## src/hdl/mwt_pkg.sv

```systemverilog
`timescale 1ns / 1ps

package mwt_pkg;

    localparam logic [15:0] ADDR_MASK    = 16'hF0F0;
    localparam logic [15:0] GRP_RESET    = 16'hA000;
    localparam logic [15:0] GRP_LATCH    = 16'hA010;
    localparam logic [15:0] GRP_X_LO     = 16'hA020;
    localparam logic [15:0] GRP_X_HI     = 16'hA030;
    localparam logic [15:0] GRP_Y_LO     = 16'hA040;
    localparam logic [15:0] GRP_Y_HI     = 16'hA050;
    localparam logic [15:0] GRP_PORT     = 16'hA080;

    localparam logic [7:0]  CMD_RESET    = 8'h55;
    localparam logic [7:0]  CMD_LATCH    = 8'hAA;
    localparam logic [7:0]  BYTE_IDLE    = 8'hFF;

    localparam logic [15:0] TILT_RESET   = 16'h8000;
    localparam logic [15:0] TILT_CENTRE  = 16'h81D0;

    localparam logic [15:0] WORD_ERASED  = 16'hFFFF;
    localparam logic [15:0] WORD_CLEAR   = 16'h0000;
    localparam logic [4:0]  DATA_BITS    = 5'd16;

    localparam logic [3:0]  OP_EWDS      = 4'h0;
    localparam logic [3:0]  OP_WRAL      = 4'h1;
    localparam logic [3:0]  OP_ERAL      = 4'h2;
    localparam logic [3:0]  OP_EWEN      = 4'h3;
    localparam logic [3:0]  OP_WRITE_LO  = 4'h4;
    localparam logic [3:0]  OP_WRITE_HI  = 4'h7;
    localparam logic [3:0]  OP_READ_LO   = 4'h8;
    localparam logic [3:0]  OP_READ_HI   = 4'hB;
    localparam logic [3:0]  OP_ERASE_LO  = 4'hC;
    localparam logic [3:0]  OP_ERASE_HI  = 4'hF;

    typedef enum logic [1:0] {
        ST_IDLE,
        ST_LOAD,
        ST_SWEEP
    } mwt_state_t;

    typedef struct packed {
        logic cs;
        logic clk;
        logic di;
        logic dout;
    } mwt_pins_t;

endpackage

```

## src/hdl/microwire_eeprom_tilt_registers_top.sv

```systemverilog
`timescale 1ns / 1ps

// Tilt-sensor cartridge registers with a bit-banged serial EEPROM of
// EEPROM_WORDS 16-bit words. A bus word is accepted while the EEPROM is idle
// and the output register is free or being emptied; a read result appears in
// the output register on the next cycle. A port write that completes a READ
// command holds off the next word while the EEPROM memory is read. ERAL, the
// start of WRAL and every WRAL data bit of one rewrite the whole store through
// the single memory write port, and no word is accepted during that sweep.
// After reset the same erase sweep runs before the first word is taken.

module microwire_eeprom_tilt_registers_top
    import mwt_pkg::*;
#(
    parameter int EEPROM_WORDS = 128
) (
    input  logic               clk,
    input  logic               rst_n,
    input  logic               in_valid,
    output logic               in_ready,
    input  logic               req_type,
    input  logic [15:0]        address,
    input  logic [7:0]         write_data,
    input  logic               access_enabled,
    input  logic signed [11:0] tilt_dx,
    input  logic signed [11:0] tilt_dy,
    output logic               out_valid,
    input  logic               out_ready,
    output logic [7:0]         read_data
);

    logic [15:0] tilt_x_reg, tilt_x_next;
    logic [15:0] tilt_y_reg, tilt_y_next;
    logic        out_valid_reg, out_valid_next;
    logic [7:0]  out_data_reg, out_data_next;

    logic        busy;
    mwt_pins_t   pins;
    logic        accept;
    logic [15:0] group;
    logic        port_wr;
    logic [7:0]  rd_byte;

    mwt_eeprom #(
        .EEPROM_WORDS (EEPROM_WORDS)
    ) u_eeprom (
        .clk       (clk),
        .rst_n     (rst_n),
        .port_wr   (port_wr),
        .port_data (write_data),
        .busy      (busy),
        .pins      (pins)
    );

    assign in_ready = !busy && (!out_valid_reg || out_ready);
    assign accept   = in_valid && in_ready;
    assign group    = address & ADDR_MASK;
    assign port_wr  = accept && req_type && access_enabled && (group == GRP_PORT);

    always_comb
    begin
        rd_byte = BYTE_IDLE;
        if (access_enabled)
        begin
            case (group)
                GRP_X_LO: rd_byte = tilt_x_reg[7:0];
                GRP_X_HI: rd_byte = tilt_x_reg[15:8];
                GRP_Y_LO: rd_byte = tilt_y_reg[7:0];
                GRP_Y_HI: rd_byte = tilt_y_reg[15:8];
                GRP_PORT: rd_byte = {pins.cs, pins.clk, 4'b0000, pins.di, pins.dout};
                default:  rd_byte = BYTE_IDLE;
            endcase
        end
    end

    always_comb
    begin
        tilt_x_next    = tilt_x_reg;
        tilt_y_next    = tilt_y_reg;
        out_valid_next = out_valid_reg;
        out_data_next  = out_data_reg;

        if (out_valid_reg && out_ready)
        begin
            out_valid_next = 1'b0;
        end

        if (accept)
        begin
            if (!req_type)
            begin
                out_valid_next = 1'b1;
                out_data_next  = rd_byte;
            end
            else if (access_enabled)
            begin
                if ((group == GRP_RESET) && (write_data == CMD_RESET))
                begin
                    tilt_x_next = TILT_RESET;
                    tilt_y_next = TILT_RESET;
                end
                else if ((group == GRP_LATCH) && (write_data == CMD_LATCH))
                begin
                    tilt_x_next = TILT_CENTRE + {{4{tilt_dx[11]}}, tilt_dx};
                    tilt_y_next = TILT_CENTRE + {{4{tilt_dy[11]}}, tilt_dy};
                end
            end
        end
    end

    always_ff @(posedge clk or negedge rst_n)
    begin
        if (!rst_n)
        begin
            tilt_x_reg    <= '0;
            tilt_y_reg    <= '0;
            out_valid_reg <= 1'b0;
        end
        else
        begin
            tilt_x_reg    <= tilt_x_next;
            tilt_y_reg    <= tilt_y_next;
            out_valid_reg <= out_valid_next;
        end
    end

    always_ff @(posedge clk)
    begin
        out_data_reg <= out_data_next;
    end

    assign out_valid = out_valid_reg;
    assign read_data = out_data_reg;

endmodule

```

## src/hdl/mwt_ram.sv

```systemverilog
`timescale 1ns / 1ps

module mwt_ram #(
    parameter int WIDTH = 16,
    parameter int DEPTH = 128
) (
    input  logic                     clk,
    input  logic                     we,
    input  logic [$clog2(DEPTH)-1:0] waddr,
    input  logic [WIDTH-1:0]         wdata,
    input  logic                     re,
    input  logic [$clog2(DEPTH)-1:0] raddr,
    output logic [WIDTH-1:0]         rdata
);

    logic [WIDTH-1:0] mem [DEPTH];

    always_ff @(posedge clk)
    begin
        if (we)
        begin
            mem[waddr] <= wdata;
        end
        if (re)
        begin
            rdata <= mem[raddr];
        end
    end

endmodule

```

## src/hdl/mwt_eeprom.sv

```systemverilog
`timescale 1ns / 1ps

module mwt_eeprom
    import mwt_pkg::*;
#(
    parameter int EEPROM_WORDS = 128
) (
    input  logic      clk,
    input  logic      rst_n,
    input  logic      port_wr,
    input  logic [7:0] port_data,
    output logic      busy,
    output mwt_pins_t pins
);

    localparam int AW = $clog2(EEPROM_WORDS);
    localparam logic [7:0]    WORDS8 = 8'(EEPROM_WORDS);
    localparam logic [AW-1:0] LAST_ADDR = AW'(EEPROM_WORDS - 1);

    mwt_state_t state_reg, state_next;

    logic [10:0]   cmd_reg, cmd_next;
    logic [15:0]   rshift_reg, rshift_next;
    logic [4:0]    bits_reg, bits_next;
    logic          dout_reg, dout_next;
    logic          di_reg, di_next;
    logic          clk_reg, clk_next;
    logic          cs_reg, cs_next;
    logic [15:0]   wval_reg, wval_next;
    logic [15:0]   fill_reg, fill_next;
    logic [AW-1:0] sweep_addr_reg, sweep_addr_next;

    logic [10:0]   cmd_sel;
    logic [3:0]    opcode;
    logic [7:0]    idx_wide;
    logic [AW-1:0] idx;
    logic [4:0]    bit_pos;
    logic          rise;
    logic          op_write;
    logic [15:0]   op_wdata;
    logic          op_load;
    logic          op_sweep;

    logic          ram_we;
    logic [AW-1:0] ram_waddr;
    logic [15:0]   ram_wdata;
    logic          ram_re;
    logic [AW-1:0] ram_raddr;
    logic [15:0]   ram_rdata;

    mwt_ram #(
        .WIDTH (16),
        .DEPTH (EEPROM_WORDS)
    ) u_ram (
        .clk   (clk),
        .we    (ram_we),
        .waddr (ram_waddr),
        .wdata (ram_wdata),
        .re    (ram_re),
        .raddr (ram_raddr),
        .rdata (ram_rdata)
    );

    // serial port and command decode
    always_comb
    begin
        cmd_next    = cmd_reg;
        rshift_next = rshift_reg;
        bits_next   = bits_reg;
        dout_next   = dout_reg;
        di_next     = di_reg;
        clk_next    = clk_reg;
        cs_next     = cs_reg;
        wval_next   = wval_reg;
        fill_next   = fill_reg;
        op_write    = 1'b0;
        op_wdata    = WORD_CLEAR;
        op_load     = 1'b0;
        op_sweep    = 1'b0;

        cmd_sel  = (bits_reg == 5'd0) ? {cmd_reg[9:0], port_data[1]} : cmd_reg;
        opcode   = cmd_sel[9:6];
        idx_wide = {1'b0, cmd_sel[6:0]};
        if (idx_wide >= WORDS8)
        begin
            idx_wide = idx_wide - WORDS8;
        end
        idx     = idx_wide[AW-1:0];
        bit_pos = bits_reg - 5'd1;
        rise    = port_data[7] && !clk_reg && port_data[6];

        if (state_reg == ST_LOAD)
        begin
            rshift_next = ram_rdata;
        end

        if (port_wr)
        begin
            cs_next  = port_data[7];
            di_next  = port_data[1];
            clk_next = port_data[6];
            if (rise)
            begin
                dout_next   = rshift_reg[15];
                rshift_next = {rshift_reg[14:0], 1'b1};
                if (bits_reg == 5'd0)
                begin
                    cmd_next = cmd_sel;
                    if (cmd_sel[10])
                    begin
                        if (opcode inside {[OP_READ_LO:OP_READ_HI]})
                        begin
                            op_load  = 1'b1;
                            cmd_next = '0;
                        end
                        else if (opcode inside {[OP_WRITE_LO:OP_WRITE_HI]})
                        begin
                            op_write  = 1'b1;
                            op_wdata  = WORD_CLEAR;
                            wval_next = WORD_CLEAR;
                            bits_next = DATA_BITS;
                        end
                        else if (opcode inside {[OP_ERASE_LO:OP_ERASE_HI]})
                        begin
                            op_write = 1'b1;
                            op_wdata = WORD_ERASED;
                            cmd_next = '0;
                        end
                        else if (opcode == OP_ERAL)
                        begin
                            op_sweep  = 1'b1;
                            fill_next = WORD_ERASED;
                            cmd_next  = '0;
                        end
                        else if (opcode == OP_WRAL)
                        begin
                            op_sweep  = 1'b1;
                            fill_next = WORD_CLEAR;
                            wval_next = WORD_CLEAR;
                            bits_next = DATA_BITS;
                        end
                        else
                        begin
                            cmd_next = '0;
                        end
                    end
                end
                else
                begin
                    bits_next = bit_pos;
                    dout_next = 1'b1;
                    if (port_data[1])
                    begin
                        wval_next = wval_reg | (16'd1 << bit_pos[3:0]);
                        if (cmd_reg[8])
                        begin
                            op_write = 1'b1;
                            op_wdata = wval_next;
                        end
                        else
                        begin
                            op_sweep  = 1'b1;
                            fill_next = wval_next;
                        end
                    end
                    if (bit_pos == 5'd0)
                    begin
                        cmd_next = '0;
                    end
                end
            end
        end
    end

    // next state
    always_comb
    begin
        state_next      = state_reg;
        sweep_addr_next = sweep_addr_reg;
        case (state_reg)
            ST_IDLE:
            begin
                if (op_sweep)
                begin
                    state_next = ST_SWEEP;
                end
                else if (op_load)
                begin
                    state_next = ST_LOAD;
                end
            end
            ST_LOAD:
            begin
                state_next = ST_IDLE;
            end
            ST_SWEEP:
            begin
                if (sweep_addr_reg == LAST_ADDR)
                begin
                    sweep_addr_next = '0;
                    state_next      = ST_IDLE;
                end
                else
                begin
                    sweep_addr_next = sweep_addr_reg + AW'(1);
                end
            end
            default:
            begin
                state_next = ST_IDLE;
            end
        endcase
    end

    // memory controls
    always_comb
    begin
        ram_we    = 1'b0;
        ram_waddr = idx;
        ram_wdata = op_wdata;
        ram_re    = 1'b0;
        ram_raddr = idx;
        case (state_reg)
            ST_IDLE:
            begin
                ram_we = op_write;
                ram_re = op_load;
            end
            ST_SWEEP:
            begin
                ram_we    = 1'b1;
                ram_waddr = sweep_addr_reg;
                ram_wdata = fill_reg;
            end
            default:
            begin
                ram_we = 1'b0;
            end
        endcase
    end

    // reset starts with an erase sweep over the whole store
    always_ff @(posedge clk or negedge rst_n)
    begin
        if (!rst_n)
        begin
            state_reg      <= ST_SWEEP;
            sweep_addr_reg <= '0;
            fill_reg       <= WORD_ERASED;
            cmd_reg        <= '0;
            rshift_reg     <= '0;
            bits_reg       <= '0;
            dout_reg       <= 1'b0;
            di_reg         <= 1'b0;
            clk_reg        <= 1'b0;
            cs_reg         <= 1'b0;
        end
        else
        begin
            state_reg      <= state_next;
            sweep_addr_reg <= sweep_addr_next;
            fill_reg       <= fill_next;
            cmd_reg        <= cmd_next;
            rshift_reg     <= rshift_next;
            bits_reg       <= bits_next;
            dout_reg       <= dout_next;
            di_reg         <= di_next;
            clk_reg        <= clk_next;
            cs_reg         <= cs_next;
        end
    end

    always_ff @(posedge clk)
    begin
        wval_reg <= wval_next;
    end

    assign busy      = (state_reg != ST_IDLE);
    assign pins.cs   = cs_reg;
    assign pins.clk  = clk_reg;
    assign pins.di   = di_reg;
    assign pins.dout = dout_reg;

endmodule
```

## config.mk

```make
export PLATFORM = sky130hd
export DESIGN_NAME = microwire_eeprom_tilt_registers_top
export DESIGN_NICKNAME = d
export VERILOG_FILES = /design/src/hdl/mwt_pkg.sv /design/src/hdl/microwire_eeprom_tilt_registers_top.sv /design/src/hdl/mwt_ram.sv /design/src/hdl/mwt_eeprom.sv
export SDC_FILE = /design/constraint.sdc
export NUM_CORES = 2
export LEC_CHECK = 0
export CORE_MARGIN = 1
export CORE_UTILIZATION = 60
export CTS_BUF_LIST = sky130_fd_sc_hd__clkbuf_16
export CTS_CLUSTER_DIAMETER = 200
export DETAILED_ROUTE_END_ITERATION = 10
export DONT_BUFFER_PORTS = 1
export PLACE_DENSITY = 0.76
export SLEW_MARGIN = 5
export SYNTH_ARGS = -nofsm -noshare
export SYNTH_HDL_FRONTEND = slang
export SYNTH_SLANG_ARGS = --single-unit
```

## constraint.sdc

```tcl
create_clock -name clk -period 5.5 [get_ports clk]
set_input_delay 0.275 -clock clk [delete_from_list [all_inputs] [get_ports clk]]
set_output_delay 0.275 -clock clk [all_outputs]
set_load 0.005 [all_outputs]
```

# Word-level counts from Yosys, hierarchy flattened
# Memory sizes are Yosys's and may differ from the RTL's. A register that Yosys moved wholly into a read port is not among the register bits.
# Index checks and enable logic that the tools add are counted.
[word_totals]
word_cells = 175
memories = 1
ff_bits = 118
out_inout_bits = 10
ram_bits = 2048
inputBits = 54
[classes]
n_addsub = 4
order_cmp = 6
n_bitwise = 2
n_mux = 89
shifts = 1
reduce_logical = 32
n_eq_ne = 25
[memory_table]
columns = ["name", "depth", "width", "read_ports", "rd_clocked_by_memory_dff", "write_ports", "line", "source"]
rows = [
  ["u_eeprom.u_ram.mem", 128, 16, 1, 1, 1, "mwt_ram.sv:16", "logic [WIDTH-1:0] mem [DEPTH];"],
]
[ops]
columns = ["cell", "count"]
rows = [
  ["two-way mux 16 bit", 33],
  ["two-way mux 11 bit", 9],
  ["equality test 8 bit (second input constant)", 8],
  ["one-hot mux 8 bit (5 select lines)", 1],
  ["two-way mux 5 bit", 7],
  ["adder 16 bit (first input constant)", 2],
  ["two-way mux 1 bit", 32],
  ["OR 16 bit", 1],
  ["left shift 1 x 4 -> 16 bit (first input constant)", 1],
  ["two-way mux 7 bit", 2],
  ["logical AND 1 bit", 13],
  ["inequality test 3 bit (second input constant)", 4],
  ["logical NOT 5 bit", 2],
  ["AND reduction 9 bit", 1],
  ["equality test 8 x 7 -> 1 bit (second input constant)", 1],
  [">= comparator 4 bit (second input constant)", 2],
  ["<= comparator 4 bit (second input constant)", 2],
  ["inequality test 2 bit (second input constant)", 4],
  ["AND reduction 8 bit", 1],
  ["nonzero test 2 bit", 4],
  ["adder 7 x 1 -> 7 bit (second input constant)", 1],
  ["equality test 7 bit (second input constant)", 1],
  ["AND reduction 7 bit", 1],
  ["two-way mux 2 bit", 3],
  ["other kinds (18)", 23],
]

# Logic depth before layout (Yosys ltp)
[depth]
ltp_word = 14
ltp_mapped = 15
depth_no_buf = 10

# Cells and area by module
# A second synthesis with hierarchy kept.
[unflattened]
hier_cells = 3710
area_unflattened_um2 = 84986.5
[modules_own_cells]
columns = ["module", "cells_each", "instances", "area_each_um2", "seq_area_each_um2"]
rows = [
  ["mwt_ram", 3086, 1, 78683.0, 61979.4],
  ["mwt_eeprom", 431, 1, 4121.5, 2028.2],
  ["microwire_eeprom_tilt_registers_top", 193, 1, 2182.1, 1066.0],
]

# Worst setup path after synthesis
# OpenSTA, ideal clock, no wires.
[synth_timing]
path_kind = "register to register"
startpoint = "register u_eeprom.bits_reg[0]"
endpoint = "memory u_eeprom.u_ram.mem[0][10] (data pin)"
path_stages_with_launch = 11
path_slack_ns = 0.637
arrival_time_ns = 4.331
required_ns = 4.968
synth_period_minus_slack_ns = 4.863
setup_time_ns = 0.532
n_path_buf = 4
cell_sequence = "dfrtp_1 inv_1 ha_1 nor4b_4 buf_6 buf_6 buf_2 clkbuf_1 nand4_1 a21oi_1 a22o_1"
[synth_between]
elab_chain_len = 12
elab_cells_between_ends = 24
classes_between = "add/sub (1); order compare (6); shift (1); mux (11); bitwise (1); reduce/logical (4)"
[synth_rtl]
columns = ["element", "line", "source"]
rows = [
  ["start, declared", "mwt_eeprom.sv:24", "logic [4:0] bits_reg, bits_next;"],
  ["start signal, assigned", "mwt_eeprom.sv:265", "bits_reg <= bits_next;"],
  ["logical NOT 5 bit", "mwt_eeprom.sv:81, mwt_eeprom.sv:106", ""],
  ["two-way mux 11 bit", "mwt_eeprom.sv:81", "cmd_sel = (bits_reg == 5'd0) ? {cmd_reg[9:0], port_data[1]} : cmd_reg;"],
  [">= comparator 4 bit / <= comparator 4 bit (equally long branches)", "mwt_eeprom.sv:123", "else if (opcode inside {[OP_ERASE_LO:OP_ERASE_HI]})"],
  ["logical AND 1 bit", "mwt_eeprom.sv:123", ""],
  ["two-way mux 16 bit", "mwt_eeprom.sv:123", ""],
  ["two-way mux 16 bit", "mwt_eeprom.sv:116", "else if (opcode inside {[OP_WRITE_LO:OP_WRITE_HI]})"],
  ["two-way mux 16 bit", "mwt_eeprom.sv:111", "if (opcode inside {[OP_READ_LO:OP_READ_HI]})"],
  ["two-way mux 16 bit", "mwt_eeprom.sv:109", "if (cmd_sel[10])"],
  ["two-way mux 16 bit *", "mwt_eeprom.sv:106", "if (bits_reg == 5'd0)"],
  ["two-way mux 16 bit *", "mwt_eeprom.sv:102", "if (rise)"],
  ["two-way mux 16 bit *", "mwt_eeprom.sv:97", "if (port_wr)"],
  ["two-way mux 16 bit *", "mwt_eeprom.sv:223", "case (state_reg)"],
  ["net u_eeprom.ram_wdata[10]", "mwt_eeprom.sv:46", "logic [15:0] ram_wdata;"],
  ["end, declared", "mwt_ram.sv:16", ""],
]
# Mark *: on every way through the listed nets, which the timed path passes. The rest lies on a longest branch.

# Worst setup path after layout
[layout_timing]
startpoint = "input write_data[1]"
endpoint = "register u_eeprom.u_ram.rdata[3] (read register of u_eeprom.u_ram.mem) (data pin)"
[layout_between]
elab_chain_len = 1
[layout_rtl]
columns = ["element", "line", "source"]
rows = [
  ["start, declared", "microwire_eeprom_tilt_registers_top.sv:23", "input logic [7:0] write_data,"],
  ["two-way mux 11 bit", "mwt_eeprom.sv:81", ""],
  ["end, declared", "mwt_ram.sv:13", "output logic [WIDTH-1:0] rdata"],
]
# Every way passes these cells.
# A chain may end at the register's enable or synchronous reset.

==> impl_metrics.toml <==
[outcome]
status = "complete, but fails checks"
failed_checks = "design-rule violations, max-slew violations, negative setup slack"

[clock_network]
clock_path_buffers = 3
cts_made_buffers = 215
cts_root_buf = "clkbuf_16"
cts_max_level = 4
insertion_delay_ns = 0.85
cts_tree = "done"
clkSlewWorstSetupHoldPaths_ns = 0.06
clock_sinks = 2182
cts_setup_buffers = 0

[die]
fp.dieH_um = 410
io_pins = 64
core_um2 = 165000
die-area_um2 = 168000
rows = 149
chipWidth_um = 410
initial_utilization_pct = 60.4

[synthesis]
syn_avg_cell_area_um2 = 14.4
synth_edf_count = 2088
yosysSeqAreaShare_pct = 65.3
yosys_warnings = 0
synth_nets = 7006
synthCells = 6944
ys_types = 86
synth_flop_cell = "edfxtp_1"
async_flop_share_pct = 4.31
ys_seq_elements = 2182
netlist_area_um2 = 99700

[detailed_routing]
post_drt_wl_per_cell_um = 30.6
remaining_drc_errors = 12
vias_per_cell = 6.95
dr.pass1.iters = 9
drtIter0Drc = 8829
drtAntennaViolNets = 0
drt-total-wl_mm = 291
num_vias = 65900

[power_and_ir_drop]
p_leak_nw = 37.4
vdd_drop_max_mv = 0.364
p_per_area_nw_per_um2 = 292
fin_total_pwr_mw = 32.6

[place]
hpwl_mm = 173
placement.setup.worst_slack_ns = 0.240
gp_congestion = 0.957
place.port_buffers = 0
dpl_cell_area_um2 = 104000
dp.cells = 9028

[setup_path]
required_ns = 6.07
endpoint_kind = "flop"
criticalPathCategory = "in -> reg"
critPathBufInv = 1
crit_top_cell = "a221oi_1"
crit_chain = "mux2_2 > o22ai_1 > a221oi_1 > a221oi_1 > buf_4 > nand4_1 > or4_1"
rrSetupSlack_ns = 0.01
cpPeakStageDelay_ns = 1.72
cp.arrival_ns = 6.82
start_kind = "input pin"
critPathTopFamily = "multiplexers"
cp_slowest_cell = "mux2_2"
crit_fanout = 596

[layout]
largest_reg_flops = 2048
finalNetCount = 7170
fillers = 11000
largest_register = "u_eeprom.u_ram.mem"
finalInstanceArea_um2 = 111000
layoutNonFillerInstCount = 9483
drive_gt1_share_pct = 12.5
areaGrowthSynthToFinish_pct = 11.8

[timing]
min_period_over_period_pct = 114
hold_viol = 0
fin_worst_skew_ns = 0.0331
fin_crit_ns = 6.25
max_slew.worst_pin.slew_ns = 5.30
relSlewSlack_pct = -253
setup_viol = 10
max_freq_ghz = 0.160
fin_ws_ns = -0.750
rsz0062_at_grt = "false"
slew_violations = 540
setup_tns_ns = -2.64

[min_path]
min-delay-path-class = "in -> reg"

[flow_run]
drv_cap = 0

[global_route]
grt_max_degree = 597
antenna_found_initial = 11
grt_pass1_vias = 64400
grt-ovfl-total = 0
grt_pass1_wl_mm = 419
grt_usage_pct = 33.9
-- worst register-to-register path: stages (launching register included) --
cell and delay, ns:
dfrtp_1 0.45, inv_1 0.14, ha_1 0.29, nor4b_4 0.77, buf_4 0.37, mux2i_4 0.74, nor2_1 0.30, buf_4 0.24
a221oi_1 0.86, buf_4 0.28, nand4_1 0.30, or4_1 0.49
-- per-stage QoR --
step | util, % | hold WS, ns
2_1_floorplan | - | -0.0206
3_3_place_gp | 63.1 | -0.0185
3_5_place_dp | 63.1 | -0.0193
4_1_cts | 67.6 | 0.00471
5_1_grt | 67.6 | 0.0786
6_report | 67.6 | 0.0578
-- Yosys cell counts, types with 7 or more instances --
library cell | n | share of area (%)
mux4_2 | 19 | 0.43
and2_1 | 16 | 0.10
nand4_1 | 49 | 0.31
xor2_1 | 8 | 0.070
dfrtp_1 | 77 | 1.9
ha_1 | 8 | 0.10
nand3_1 | 176 | 0.88
a22oi_1 | 513 | 3.9
a2111oi_0 | 30 | 0.26
nand2b_1 | 8 | 0.050
a32oi_1 | 31 | 0.27
a21oi_1 | 165 | 0.83
buf_6 | 16 | 0.18
mux2i_1 | 1444 | 14
clkbuf_1 | 180 | 0.68
nor2b_1 | 7 | 0.044
buf_4 | 49 | 0.37
dfstp_2 | 17 | 0.45
nor3_1 | 46 | 0.23
inv_1 | 19 | 0.072
a311oi_1 | 13 | 0.11
nor2_1 | 262 | 0.99
o31ai_1 | 21 | 0.16
buf_1 | 55 | 0.21
o22ai_1 | 115 | 0.72
buf_2 | 209 | 1.0
and3_1 | 49 | 0.31
a22o_1 | 90 | 0.79
edfxtp_1 | 2088 | 63
or4_1 | 15 | 0.11
o211ai_1 | 9 | 0.068
a221oi_1 | 118 | 1.0
a31oi_1 | 66 | 0.41
o221ai_1 | 15 | 0.13
xnor2_1 | 11 | 0.097
nor4_1 | 23 | 0.14
o21ai_0 | 97 | 0.49
o21a_1 | 12 | 0.090
nand2_1 | 542 | 2.0
or3_1 | 11 | 0.069
a211oi_1 | 42 | 0.32
mux2_2 | 110 | 1.2
nand4b_1 | 7 | 0.061
-- cell usage in the layout, fill, tap and decap left out, types with 17 or more instances in the layout --
cell type      count
a21oi_1          165
a2111oi_0         26
a211oi_1          42
a22o_1            74
a31oi_1           66
a32oi_1           31
clkbuf_16        219
nand2_1          540
nor3_1            45
mux4_2            19
buf_12            61
dfrtp_1           75
a221oi_1         118
o21ai_0           97
mux2_2           110
nor2_1           255
nor4_1            23
clkinv_1          58
and3_1            49
buf_4            344
mux2i_1         1440
o22ai_1          115
o31ai_1           21
nand4_1           49
nand3_1          176
dlygate4sd3_1     51
a22oi_1          513
edfxtp_1        2088
inv_1             75
dfstp_2           17
clkinv_2          35
-- final cells by class --
class                   count  area (um^2)  share of cell area (%)
inverters                  21         78.8                  0.0707
diodes                      2         5.00                 0.00449
clock inverters           182         1340                    1.20
multi-input cells        4231        32400                    29.1
clock buffers             219         5480                    4.92
well taps                2189         2740                    2.46
repair buffers            457         4340                    3.90
flip-flops and latches   2182        65100                    58.4
-- where the power goes --
group	switching [mW]	leakage, nW	internal (mW)
Clock	6.32	3.55	7.95
Combinational	0.157	12.1	0.235
Sequential	0.0000226	21.7	17.9
-- logic make-up after synthesis --
family	after synthesis	synth area share, %
AO/OA/AOI/OAI	1370	9.86
XOR/XNOR	19	0.167
adder cells (fa/ha/maj)	8	0.100
buffers and inverters	531	2.57
flip-flops	2182	65.3
multiplexers	1579	16.3
AND/OR/NAND/NOR	1255	5.73
-- final timing paths --
| check | from | endpoint | cells past startpoint |
|---|---|---|---|
| setup / recovery | write_data[1] | u_eeprom.u_ram.rdata[3] | 7 |
| hold / removal | in_valid | u_eeprom.di_reg | 3 |
| setup reg to reg | u_eeprom.bits_reg[0] | u_eeprom.u_ram.rdata[3] | 11 |
| hold reg to reg | u_eeprom.u_ram.rdata[0] | u_eeprom.rshift_reg[0] | 2 |
| max in group asynchronous | rst_n | u_eeprom.cmd_reg[1] | 2 |
| min in group asynchronous | rst_n | tilt_x_reg[4] | 2 |
-- layer usage --
layer	track usage, %	part of all wire (%)
met3	7.20	11
met2	52.7	46
met5	0	0.0079
met4	19.1	6.3
met1	44.7	37
-- what timing repair did --
| item | 4_1_cts | 5_1_grt |
|---|---|---|
| endpoints found under the setup margin | 0 | 1 |
| resized for setup | 0 | 1 |
| hold endpoints to repair | 149 | 0 |
| hold buffers | 52 | 0 |
Power figures use the tool's default switching activity.
